**config.mk**
```make
export PLATFORM = sky130hd
export DESIGN_NAME = burst_pulse_train_generator_unit_flat
export DESIGN_NICKNAME = d
export VERILOG_FILES = /design/src/design/bptg_pkg.sv /design/src/design/bptg_item_if.sv /design/src/design/bptg_result_if.sv /design/src/design/bptg_cfg_if.sv /design/src/design/bptg_cfg_regs.sv /design/src/design/bptg_core.sv /design/src/design/burst_pulse_train_generator_unit.sv /design/src/flat_wrapper.sv
export SDC_FILE = /design/constraint.sdc
export NUM_CORES = 1
export LEC_CHECK = 0
export ABC_CLOCK_PERIOD_IN_PS = 27500
export BUFFER_PORTS_ARGS = -buffer_cell sky130_fd_sc_hd__buf_2
export CAP_MARGIN = 20
export CORE_ASPECT_RATIO = 0.75
export CORE_MARGIN = 2
export CORE_UTILIZATION = 50
export DETAILED_ROUTE_END_ITERATION = 8
export GPL_ROUTABILITY_DRIVEN = 0
export GPL_TIMING_DRIVEN = 1
export PLACE_DENSITY = 0.67
export SETUP_SLACK_MARGIN = 0.2
export SLEW_MARGIN = 5
export SYNTH_ARGS = -nofsm -noshare
export SYNTH_HDL_FRONTEND = slang
export SYNTH_HIERARCHICAL = 1
export SYNTH_SLANG_ARGS = --single-unit
```
**constraint.sdc**
```tcl
create_clock -name clk -period 27.5 [get_ports clk]
set_clock_uncertainty 0.2 [all_clocks]
set_input_delay 6.875 -clock clk [delete_from_list [all_inputs] [get_ports clk]]
set_output_delay 6.875 -clock clk [all_outputs]
set_load 0.01 [all_outputs]
```
**src/design/bptg_pkg.sv**
```systemverilog
// Shared types and constants for the burst pulse train generator.
package bptg_pkg;

  localparam int unsigned DELTA_W     = 16;
  localparam int unsigned CFG_DATA_W  = 32;
  localparam int unsigned CFG_INDEX_W = 3;
  localparam int unsigned OUT_CNT_W   = 16;

  typedef enum logic [1:0] {
    OP_TICK  = 2'd0,
    OP_START = 2'd1,
    OP_STOP  = 2'd2,
    OP_NOP   = 2'd3
  } op_t;

  localparam logic [CFG_INDEX_W-1:0] CFG_START_DELAY      = 3'd0;
  localparam logic [CFG_INDEX_W-1:0] CFG_PULSE_PERIOD     = 3'd1;
  localparam logic [CFG_INDEX_W-1:0] CFG_PULSES_PER_BURST = 3'd2;
  localparam logic [CFG_INDEX_W-1:0] CFG_BURST_TOTAL      = 3'd3;
  localparam logic [CFG_INDEX_W-1:0] CFG_BURST_GAP        = 3'd4;

  typedef struct packed {
    logic [31:0] start_delay;
    logic [31:0] pulse_period;
    logic [16:0] pulses_per_burst;
    logic [16:0] burst_total;
    logic [31:0] burst_gap;
  } bptg_cfg_t;

  localparam bptg_cfg_t CFG_RESET = '{
    start_delay:      32'd0,
    pulse_period:     32'd65536,
    pulses_per_burst: 17'h1FFFF,
    burst_total:      17'h1FFFF,
    burst_gap:        32'd0
  };

  typedef struct packed {
    logic                 pulse;
    logic                 finished;
    logic                 running;
    logic                 burst_complete;
    logic [OUT_CNT_W-1:0] burst_index;
    logic [OUT_CNT_W-1:0] pulse_index;
  } bptg_res_t;

endpackage

```
**src/design/bptg_item_if.sv**
```systemverilog
// Input item channel: opcode and elapsed time.
interface bptg_item_if;
  logic        valid;
  logic        ready;
  logic [1:0]  opcode;
  logic [15:0] delta_time;

  modport source (output valid, output opcode, output delta_time, input ready);
  modport sink (input valid, input opcode, input delta_time, output ready);
endinterface

```
**src/design/bptg_result_if.sv**
```systemverilog
// Result channel: pulse flag, status and counters.
interface bptg_result_if;
  logic        valid;
  logic        ready;
  logic        pulse;
  logic        finished;
  logic        running;
  logic        burst_complete;
  logic [15:0] burst_index;
  logic [15:0] pulse_index;

  modport source (output valid, output pulse, output finished, output running,
                  output burst_complete, output burst_index, output pulse_index,
                  input ready);
  modport sink (input valid, input pulse, input finished, input running,
                input burst_complete, input burst_index, input pulse_index,
                output ready);
endinterface

```
**src/design/bptg_cfg_if.sv**
```systemverilog
// Configuration write channel: register index and data.
interface bptg_cfg_if;
  logic        valid;
  logic        ready;
  logic [2:0]  index;
  logic [31:0] data;

  modport source (output valid, output index, output data, input ready);
  modport sink (input valid, input index, input data, output ready);
endinterface

```
**src/design/bptg_cfg_regs.sv**
```systemverilog
// Configuration register file.
module bptg_cfg_regs (
  input  logic                  clk,
  input  logic                  rst,
  input  logic                  wr_en,
  input  logic [2:0]            wr_index,
  input  logic [31:0]           wr_data,
  output bptg_pkg::bptg_cfg_t   cfg
);
  import bptg_pkg::*;

  always_ff @(posedge clk) begin
    if (rst) begin
      cfg <= CFG_RESET;
    end else if (wr_en) begin
      case (wr_index)
        CFG_START_DELAY:      cfg.start_delay      <= wr_data;
        CFG_PULSE_PERIOD:     cfg.pulse_period     <= wr_data;
        CFG_PULSES_PER_BURST: cfg.pulses_per_burst <= wr_data[16:0];
        CFG_BURST_TOTAL:      cfg.burst_total      <= wr_data[16:0];
        CFG_BURST_GAP:        cfg.burst_gap        <= wr_data;
        default: ;
      endcase
    end
  end
endmodule

```
**src/design/bptg_core.sv**
```systemverilog
// Generator state and the per-item update of timers and counters.
module bptg_core #(
  parameter int unsigned TIME_WIDTH  = 32,
  parameter int unsigned COUNT_WIDTH = 16
) (
  input  logic                 clk,
  input  logic                 rst,
  input  logic                 en,
  input  bptg_pkg::op_t        op,
  input  logic [15:0]          delta,
  input  bptg_pkg::bptg_cfg_t  cfg,
  output bptg_pkg::bptg_res_t  res
);
  import bptg_pkg::*;

  localparam int unsigned TW = TIME_WIDTH;
  localparam int unsigned CW = COUNT_WIDTH;
  // common width for time compares against the 32 bit registers
  localparam int unsigned XW = (TW > 32) ? TW : 32;
  // signed width for count compares against the 17 bit signed registers
  localparam int unsigned SW = ((CW > 17) ? CW : 17) + 2;

  logic          active, active_next;
  logic          done, done_next;
  logic [TW-1:0] elapsed, elapsed_next;
  logic [TW-1:0] period, period_next;
  logic [TW-1:0] gap, gap_next;
  logic [CW-1:0] burst_cnt, burst_cnt_next;
  logic [CW-1:0] pulse_cnt, pulse_cnt_next;
  logic          pulse;
  logic [TW-1:0] gap_sum, per_sum, pp_sat;

  logic [XW-1:0]        sd_x, pp_x, gap_x, tmax_x;
  logic signed [SW-1:0] ppb_s, bt_m1;
  logic                 ppb_neg, bt_neg;

  function automatic logic [TW-1:0] tadd(input logic [TW-1:0] t, input logic [15:0] d);
    logic [TW:0] s;
    s = {1'b0, t} + (TW+1)'(d);
    return s[TW] ? {TW{1'b1}} : s[TW-1:0];
  endfunction

  function automatic logic [CW-1:0] cinc(input logic [CW-1:0] c);
    return (c == {CW{1'b1}}) ? c : c + 1'b1;
  endfunction

  function automatic logic signed [SW-1:0] cext(input logic [CW-1:0] c);
    return $signed(SW'(c));
  endfunction

  // waiting out the gap: burst full and another burst still to come
  function automatic logic between(input logic [CW-1:0] pc, input logic [CW-1:0] bc,
                                   input logic pneg, input logic bneg,
                                   input logic signed [SW-1:0] ppb,
                                   input logic signed [SW-1:0] btm1);
    return !pneg && (cext(pc) >= ppb) && (bneg || (cext(bc) < btm1));
  endfunction

  assign sd_x    = XW'(cfg.start_delay);
  assign pp_x    = XW'(cfg.pulse_period);
  assign gap_x   = XW'(cfg.burst_gap);
  assign tmax_x  = XW'({TW{1'b1}});
  assign pp_sat  = (pp_x > tmax_x) ? {TW{1'b1}} : TW'(pp_x);
  assign ppb_s   = SW'($signed(cfg.pulses_per_burst));
  assign bt_m1   = SW'($signed(cfg.burst_total)) - SW'(1);
  assign ppb_neg = cfg.pulses_per_burst[16];
  assign bt_neg  = cfg.burst_total[16];

  always_comb begin
    active_next    = active;
    done_next      = done;
    elapsed_next   = elapsed;
    period_next    = period;
    gap_next       = gap;
    burst_cnt_next = burst_cnt;
    pulse_cnt_next = pulse_cnt;
    pulse          = 1'b0;
    gap_sum        = tadd(gap, delta);
    per_sum        = '0;
    case (op)
      OP_START: begin
        if (!active) begin
          elapsed_next   = '0;
          period_next    = pp_sat;
          gap_next       = '0;
          burst_cnt_next = '0;
          pulse_cnt_next = '0;
          done_next      = 1'b0;
        end
        active_next = 1'b1;
      end
      OP_STOP: begin
        active_next = 1'b0;
      end
      OP_TICK: begin
        if (active) begin
          elapsed_next = tadd(elapsed, delta);
          if (XW'(elapsed_next) > sd_x) begin
            if (between(pulse_cnt, burst_cnt, ppb_neg, bt_neg, ppb_s, bt_m1)) begin
              if (XW'(gap_sum) >= gap_x) begin
                burst_cnt_next = cinc(burst_cnt);
                gap_next       = '0;
                pulse_cnt_next = '0;
                period_next    = pp_sat;
              end else begin
                gap_next = gap_sum;
              end
            end
            if (ppb_neg || (cext(pulse_cnt_next) < ppb_s)) begin
              per_sum = tadd(period_next, delta);
              if (XW'(per_sum) > pp_x) begin
                period_next    = '0;
                pulse          = 1'b1;
                pulse_cnt_next = cinc(pulse_cnt_next);
              end else begin
                period_next = per_sum;
              end
            end
          end
          if (!bt_neg && (cext(burst_cnt_next) >= bt_m1) &&
              (cext(pulse_cnt_next) >= ppb_s)) begin
            done_next   = 1'b1;
            active_next = 1'b0;
          end
        end
      end
      default: ;
    endcase
  end

  always_ff @(posedge clk) begin
    if (rst) begin
      active    <= 1'b0;
      done      <= 1'b0;
      elapsed   <= '0;
      period    <= '0;
      gap       <= '0;
      burst_cnt <= '0;
      pulse_cnt <= '0;
    end else if (en) begin
      active    <= active_next;
      done      <= done_next;
      elapsed   <= elapsed_next;
      period    <= period_next;
      gap       <= gap_next;
      burst_cnt <= burst_cnt_next;
      pulse_cnt <= pulse_cnt_next;
    end
  end

  assign res.pulse          = pulse;
  assign res.finished       = done_next;
  assign res.running        = active_next;
  assign res.burst_complete = ppb_neg ||
                              between(pulse_cnt_next, burst_cnt_next, ppb_neg, bt_neg,
                                      ppb_s, bt_m1);
  assign res.burst_index    = OUT_CNT_W'(burst_cnt_next);
  assign res.pulse_index    = OUT_CNT_W'(pulse_cnt_next);
endmodule

```
**src/design/burst_pulse_train_generator_unit.sv**
```systemverilog
// The input transaction is held in the input register, and its result in the result register.
// Throughput: one transaction per cycle while the result is not stalled; the state update is a single pass of
// adds and compares between the input register and the result register.
// Both stages hold while the result is stalled; the input is still taken if a stage is free.
// Reset (rst, synchronous): generator stopped, timers and counters zero,
// configuration registers back to their defaults, both stages empty.
module burst_pulse_train_generator_unit #(
  parameter int unsigned TIME_WIDTH  = 32,
  parameter int unsigned COUNT_WIDTH = 16
) (
  input logic          clk,
  input logic          rst,
  bptg_item_if.sink    item,
  bptg_result_if.source result,
  bptg_cfg_if.sink     cfg
);
  import bptg_pkg::*;

  bptg_cfg_t   cfg_regs;
  bptg_res_t   core_res;
  bptg_res_t   res_q;
  logic        res_valid;
  logic        s1_valid;
  op_t         s1_op;
  logic [15:0] s1_delta;
  logic        advance;
  logic        item_take;

  assign advance   = !res_valid || result.ready;
  assign item.ready = !s1_valid || advance;
  assign item_take = item.valid && item.ready;
  assign cfg.ready = 1'b1;

  bptg_cfg_regs u_cfg (
    .clk      (clk),
    .rst      (rst),
    .wr_en    (cfg.valid),
    .wr_index (cfg.index),
    .wr_data  (cfg.data),
    .cfg      (cfg_regs)
  );

  bptg_core #(
    .TIME_WIDTH  (TIME_WIDTH),
    .COUNT_WIDTH (COUNT_WIDTH)
  ) u_core (
    .clk   (clk),
    .rst   (rst),
    .en    (s1_valid && advance),
    .op    (s1_op),
    .delta (s1_delta),
    .cfg   (cfg_regs),
    .res   (core_res)
  );

  always_ff @(posedge clk) begin
    if (rst) begin
      s1_valid <= 1'b0;
    end else if (item_take) begin
      s1_valid <= 1'b1;
    end else if (advance) begin
      s1_valid <= 1'b0;
    end
  end

  always_ff @(posedge clk) begin
    if (item_take) begin
      s1_op    <= op_t'(item.opcode);
      s1_delta <= item.delta_time;
    end
  end

  always_ff @(posedge clk) begin
    if (rst) begin
      res_valid <= 1'b0;
    end else if (advance) begin
      res_valid <= s1_valid;
    end
  end

  always_ff @(posedge clk) begin
    if (advance && s1_valid) begin
      res_q <= core_res;
    end
  end

  assign result.valid          = res_valid;
  assign result.pulse          = res_q.pulse;
  assign result.finished       = res_q.finished;
  assign result.running        = res_q.running;
  assign result.burst_complete = res_q.burst_complete;
  assign result.burst_index    = res_q.burst_index;
  assign result.pulse_index    = res_q.pulse_index;
endmodule

```
**src/flat_wrapper.sv**
```systemverilog
// flat-port wrapper written by rule: the top's interface ports become plain ports
module burst_pulse_train_generator_unit_flat import bptg_pkg::*;
#(
  parameter int unsigned TIME_WIDTH  = 32,
  parameter int unsigned COUNT_WIDTH = 16
)
  (clk, rst, item_valid, item_opcode, item_delta_time, item_ready, result_valid, result_pulse, result_finished, result_running, result_burst_complete, result_burst_index, result_pulse_index, result_ready, cfg_valid, cfg_index, cfg_data, cfg_ready);
  bptg_item_if item_i ();
  bptg_result_if result_i ();
  bptg_cfg_if cfg_i ();
  input logic clk;
  input logic rst;
  input wire logic [$bits(item_i.valid)-1:0] item_valid;
  input wire logic [$bits(item_i.opcode)-1:0] item_opcode;
  input wire logic [$bits(item_i.delta_time)-1:0] item_delta_time;
  output wire logic [$bits(item_i.ready)-1:0] item_ready;
  output wire logic [$bits(result_i.valid)-1:0] result_valid;
  output wire logic [$bits(result_i.pulse)-1:0] result_pulse;
  output wire logic [$bits(result_i.finished)-1:0] result_finished;
  output wire logic [$bits(result_i.running)-1:0] result_running;
  output wire logic [$bits(result_i.burst_complete)-1:0] result_burst_complete;
  output wire logic [$bits(result_i.burst_index)-1:0] result_burst_index;
  output wire logic [$bits(result_i.pulse_index)-1:0] result_pulse_index;
  input wire logic [$bits(result_i.ready)-1:0] result_ready;
  input wire logic [$bits(cfg_i.valid)-1:0] cfg_valid;
  input wire logic [$bits(cfg_i.index)-1:0] cfg_index;
  input wire logic [$bits(cfg_i.data)-1:0] cfg_data;
  output wire logic [$bits(cfg_i.ready)-1:0] cfg_ready;
  assign item_i.valid = item_valid;
  assign item_i.opcode = item_opcode;
  assign item_i.delta_time = item_delta_time;
  assign item_ready = item_i.ready;
  assign result_valid = result_i.valid;
  assign result_pulse = result_i.pulse;
  assign result_finished = result_i.finished;
  assign result_running = result_i.running;
  assign result_burst_complete = result_i.burst_complete;
  assign result_burst_index = result_i.burst_index;
  assign result_pulse_index = result_i.pulse_index;
  assign result_i.ready = result_ready;
  assign cfg_i.valid = cfg_valid;
  assign cfg_i.index = cfg_index;
  assign cfg_i.data = cfg_data;
  assign cfg_ready = cfg_i.ready;
  burst_pulse_train_generator_unit #(.TIME_WIDTH(TIME_WIDTH), .COUNT_WIDTH(COUNT_WIDTH)) u_core (.clk(clk), .rst(rst), .item(item_i), .result(result_i), .cfg(cfg_i));
endmodule
```
==> results.md <==
* Top cells by count, synth: dfxtp_1, ha_1, nand2_1, o21ai_0, nor2_1
* Largest net degree at the start of global routing at 74
* Vias in the first global route at 21400
* Initial antenna violation count at 0
* Power per cell area at about 45 nW/um2
* Worst path required time at ~28 ns
* MaxCap Viol Count at 0
* Sequential share of power at 42.2%
* Slew @ Worst Pin at between 1 and 1.5 ns
* CP max-delay cell: or3_1
* Part of the power in combinational logic at between 10% and 20%
* DRT met1 WL at 35700 um
* Final Critical Period at between 15 and 20 ns
* DRT antenna net count at 0
* Setup TNS Final at 0 ns
* Synth Cell Area at around 24000 um2
* Post-DP HPWL at between 60000 and 70000 um
* Initial Utilization at between 50% and 60%
* CTS H-Tree Depth at 2
* R2r worst-path depth at 53
* Status: finished clean
* Max VDD drop at around 0.036 mV
* Synth Register Bits at between 300 and 400
* RSZ-0062 raised after global routing: no
* Post-CTS setup repair buffer count at 0
* Final WL at 81000 um
* Async S/R FF share, synth at 0%
* Core area at around 47000 um2
* Worst path arrival time at around 16 ns
* Crit. End Element: flip-flop
* Final hold vios at 0
* Global route overflow at 0
* Synth Flop Type: dfxtp_1
* Site Rows at between 60 and 70
* Via Count at roughly 23000
* CTS tree: built
* Total track usage at about a third
* # port buffers at 95
* Peak Freq at 64.8 MHz
* Worst Hold Slack at roughly 0.25 ns
* Die H at between 150 and 200 um
* Clock Latency Late Sink at approximately 0.57 ns
* Share of cells above drive strength 1 at 8.87%
* Avg Cell Area, Syn at 8.27 um2
* Nets@finish at between 3000 and 4000
* Int Pwr at 0.845 mW
* Clock share of power at between 40 and 50%
* Relative slew slack at between 20% and 30%
* FILL cells at roughly 4400
* Most instantiated library cell after synthesis: dfxtp_1
* First-pass GRT wire length at 123000 um
* Final Slew Violations at 0
* Layout area overhead at 9.70%
* Sequential share of the synthesized area at roughly 29%
* Met3 WL at 9960 um
* CTS Buf Count at 38
* Reg2reg setup slack at 12.08 ns
* Period utilisation layout at about 56%
* Post-Syn Nets at 3185
* Highest metal used: met4
* Die span in x at around 260 um
* Post-CTS resize count at 0
* Setup violations, final at 0
* Die area at 49200 um2
* DRT Pass-1 Iters at 8
* Worst Hold Depth at 2
* Critical path startpoint category: flip-flop
* Class of the tightest hold or removal check: flip-flop to flip-flop
* Detailed route wirelength on metal2 at around 32000 um
* Wirelength per Cell at around 23 um
* Yosys warnings at 6
* Critical path fanouts, max at 30
* Top post-synthesis cells by area: dfxtp_1, ha_1, edfxtp_1
* Sw power at 0.317 mW
* Post-synth top area share at between 20% and 30%
* Number of diodes at 0
* Clock tree root buffer cell: clkbuf_16
* Synth unique cells at 100
* Switching part of the total at a little over a quarter
* Clock buffer depth at 3
* CTS sink count at ~320
* Crit-path max cell delay at 0.88 ns
* Via-to-Cell Ratio at approximately 6.5
* CP Class: flip-flop to flip-flop
* CTS Hold Bufs at 0
* Initial drt markers at approximately 2800
* Clock slew seen by the registers of the worst setup and hold paths at around 0.070 ns
* Cells after Synth at between 2000 and 3000
* Pleak at ~11 nW
* Post-synth EDFFs at 54
* Drc violations at 0
* # IOs at 97
* Synth area leader: dfxtp_1
[worst paths after layout]
| check | end | startpoint |
|---|---|---|
| min reg2reg | u_core/u_core/period[12] | u_core/u_core/period[12] |
| max | u_core/result.finished | u_core/s1_delta[0] |
| max reg2reg | u_core/result.finished | u_core/s1_delta[0] |
| min | u_core/u_core/period[12] | u_core/u_core/period[12] |
[kinds of logic (layout without fill, tap and decap cells)]
group,count (synthesis),count (layout),synth area share (%)
AO/OA/AOI/OAI,757,757,20.8
adder cells (fa/ha/maj),259,259,13.8
buffers and inverters,322,375,5.49
XOR/XNOR,92,92,3.40
other,1,1,0.0158
multiplexers,145,145,6.14
AND/OR/NAND/NOR,976,976,21.4
flip-flops,316,316,28.9
[cell usage in the layout (no fill, tap or decap), drive strengths merged, types with 77 or more instances in the layout]
cell type,netlist,layout
nor2,185,185
mux2i,140,140
nand3,80,80
inv,176,179
nor3,77,77
dfxtp,262,262
ha,256,256
o21ai,198,198
nand2,237,237
buf,43,131
nand2b,141,141
a21oi,178,178
[routing by layer]
layer / up-vias / GRT usage (%)
met5: - / 0
met4: 0 / 11.7
met3: 216 / 8.10
met2: 1337 / 45.9
met1: 11000 / 45.8
li1: 10500 / -
[power groups by stage]
stage,sequential (mW),clock [mW],combinational (mW)
2_1_floorplan,0.496,0,0.0831
3_3_place_gp,0.500,0,0.126
3_5_place_dp,0.500,0,0.129
4_1_cts,0.490,0.544,0.130
5_1_grt,0.491,0.561,0.145
6_report,0.490,0.537,0.136
[through the flow]
step	utilization (%)	std cells	area, um2	worst slack (ns)	total power, mW
2_1_floorplan	-	2868	23700	13.39	0.579
3_3_place_gp	52.4	3490	24700	12.90	0.625
3_5_place_dp	52.4	3491	24700	12.80	0.629
4_1_cts	55.2	3559	26000	12.68	1.16
5_1_grt	55.2	3560	26000	11.30	1.20
6_report	55.2	3560	26000	12.08	1.16
[worst max-delay path: cells and delay by family, from the launching register on]
kind	cells	cell delay [ns]
adder cells (fa/ha/maj)	7	2.12
multiplexers	1	0.18
AND/OR/NAND/NOR	9	2.46
AO/OA/AOI/OAI	31	8.73
flip-flops	1	0.45
buffers and inverters	5	0.92
[layout make-up]
class                           count  area, um2  area share [%]
Multi-Input combinational cell   2230      15600            60.0
Inverter                          176        661            2.54
Timing Repair Buffer              131        772            2.97
Clock buffer                       48       1090            4.20
Tap cell                          639        800            3.07
Clock inverter                     20        214           0.822
Sequential cell                   316       6870            26.4
[flip-flops by register name (all words and copies together) (netlist names), 16 cells and up]
name	cells
u_core/result.pulse_index	16
u_core/u_core/period	32
u_core/u_core/pulse_cnt	16
u_core/result.burst_index	16
u_core/u_cfg/cfg	130
u_core/u_core/elapsed	32
u_core/u_core/burst_cnt	16
u_core/s1_delta	16
u_core/u_core/gap	32
(Power assumes the default switching activity.)
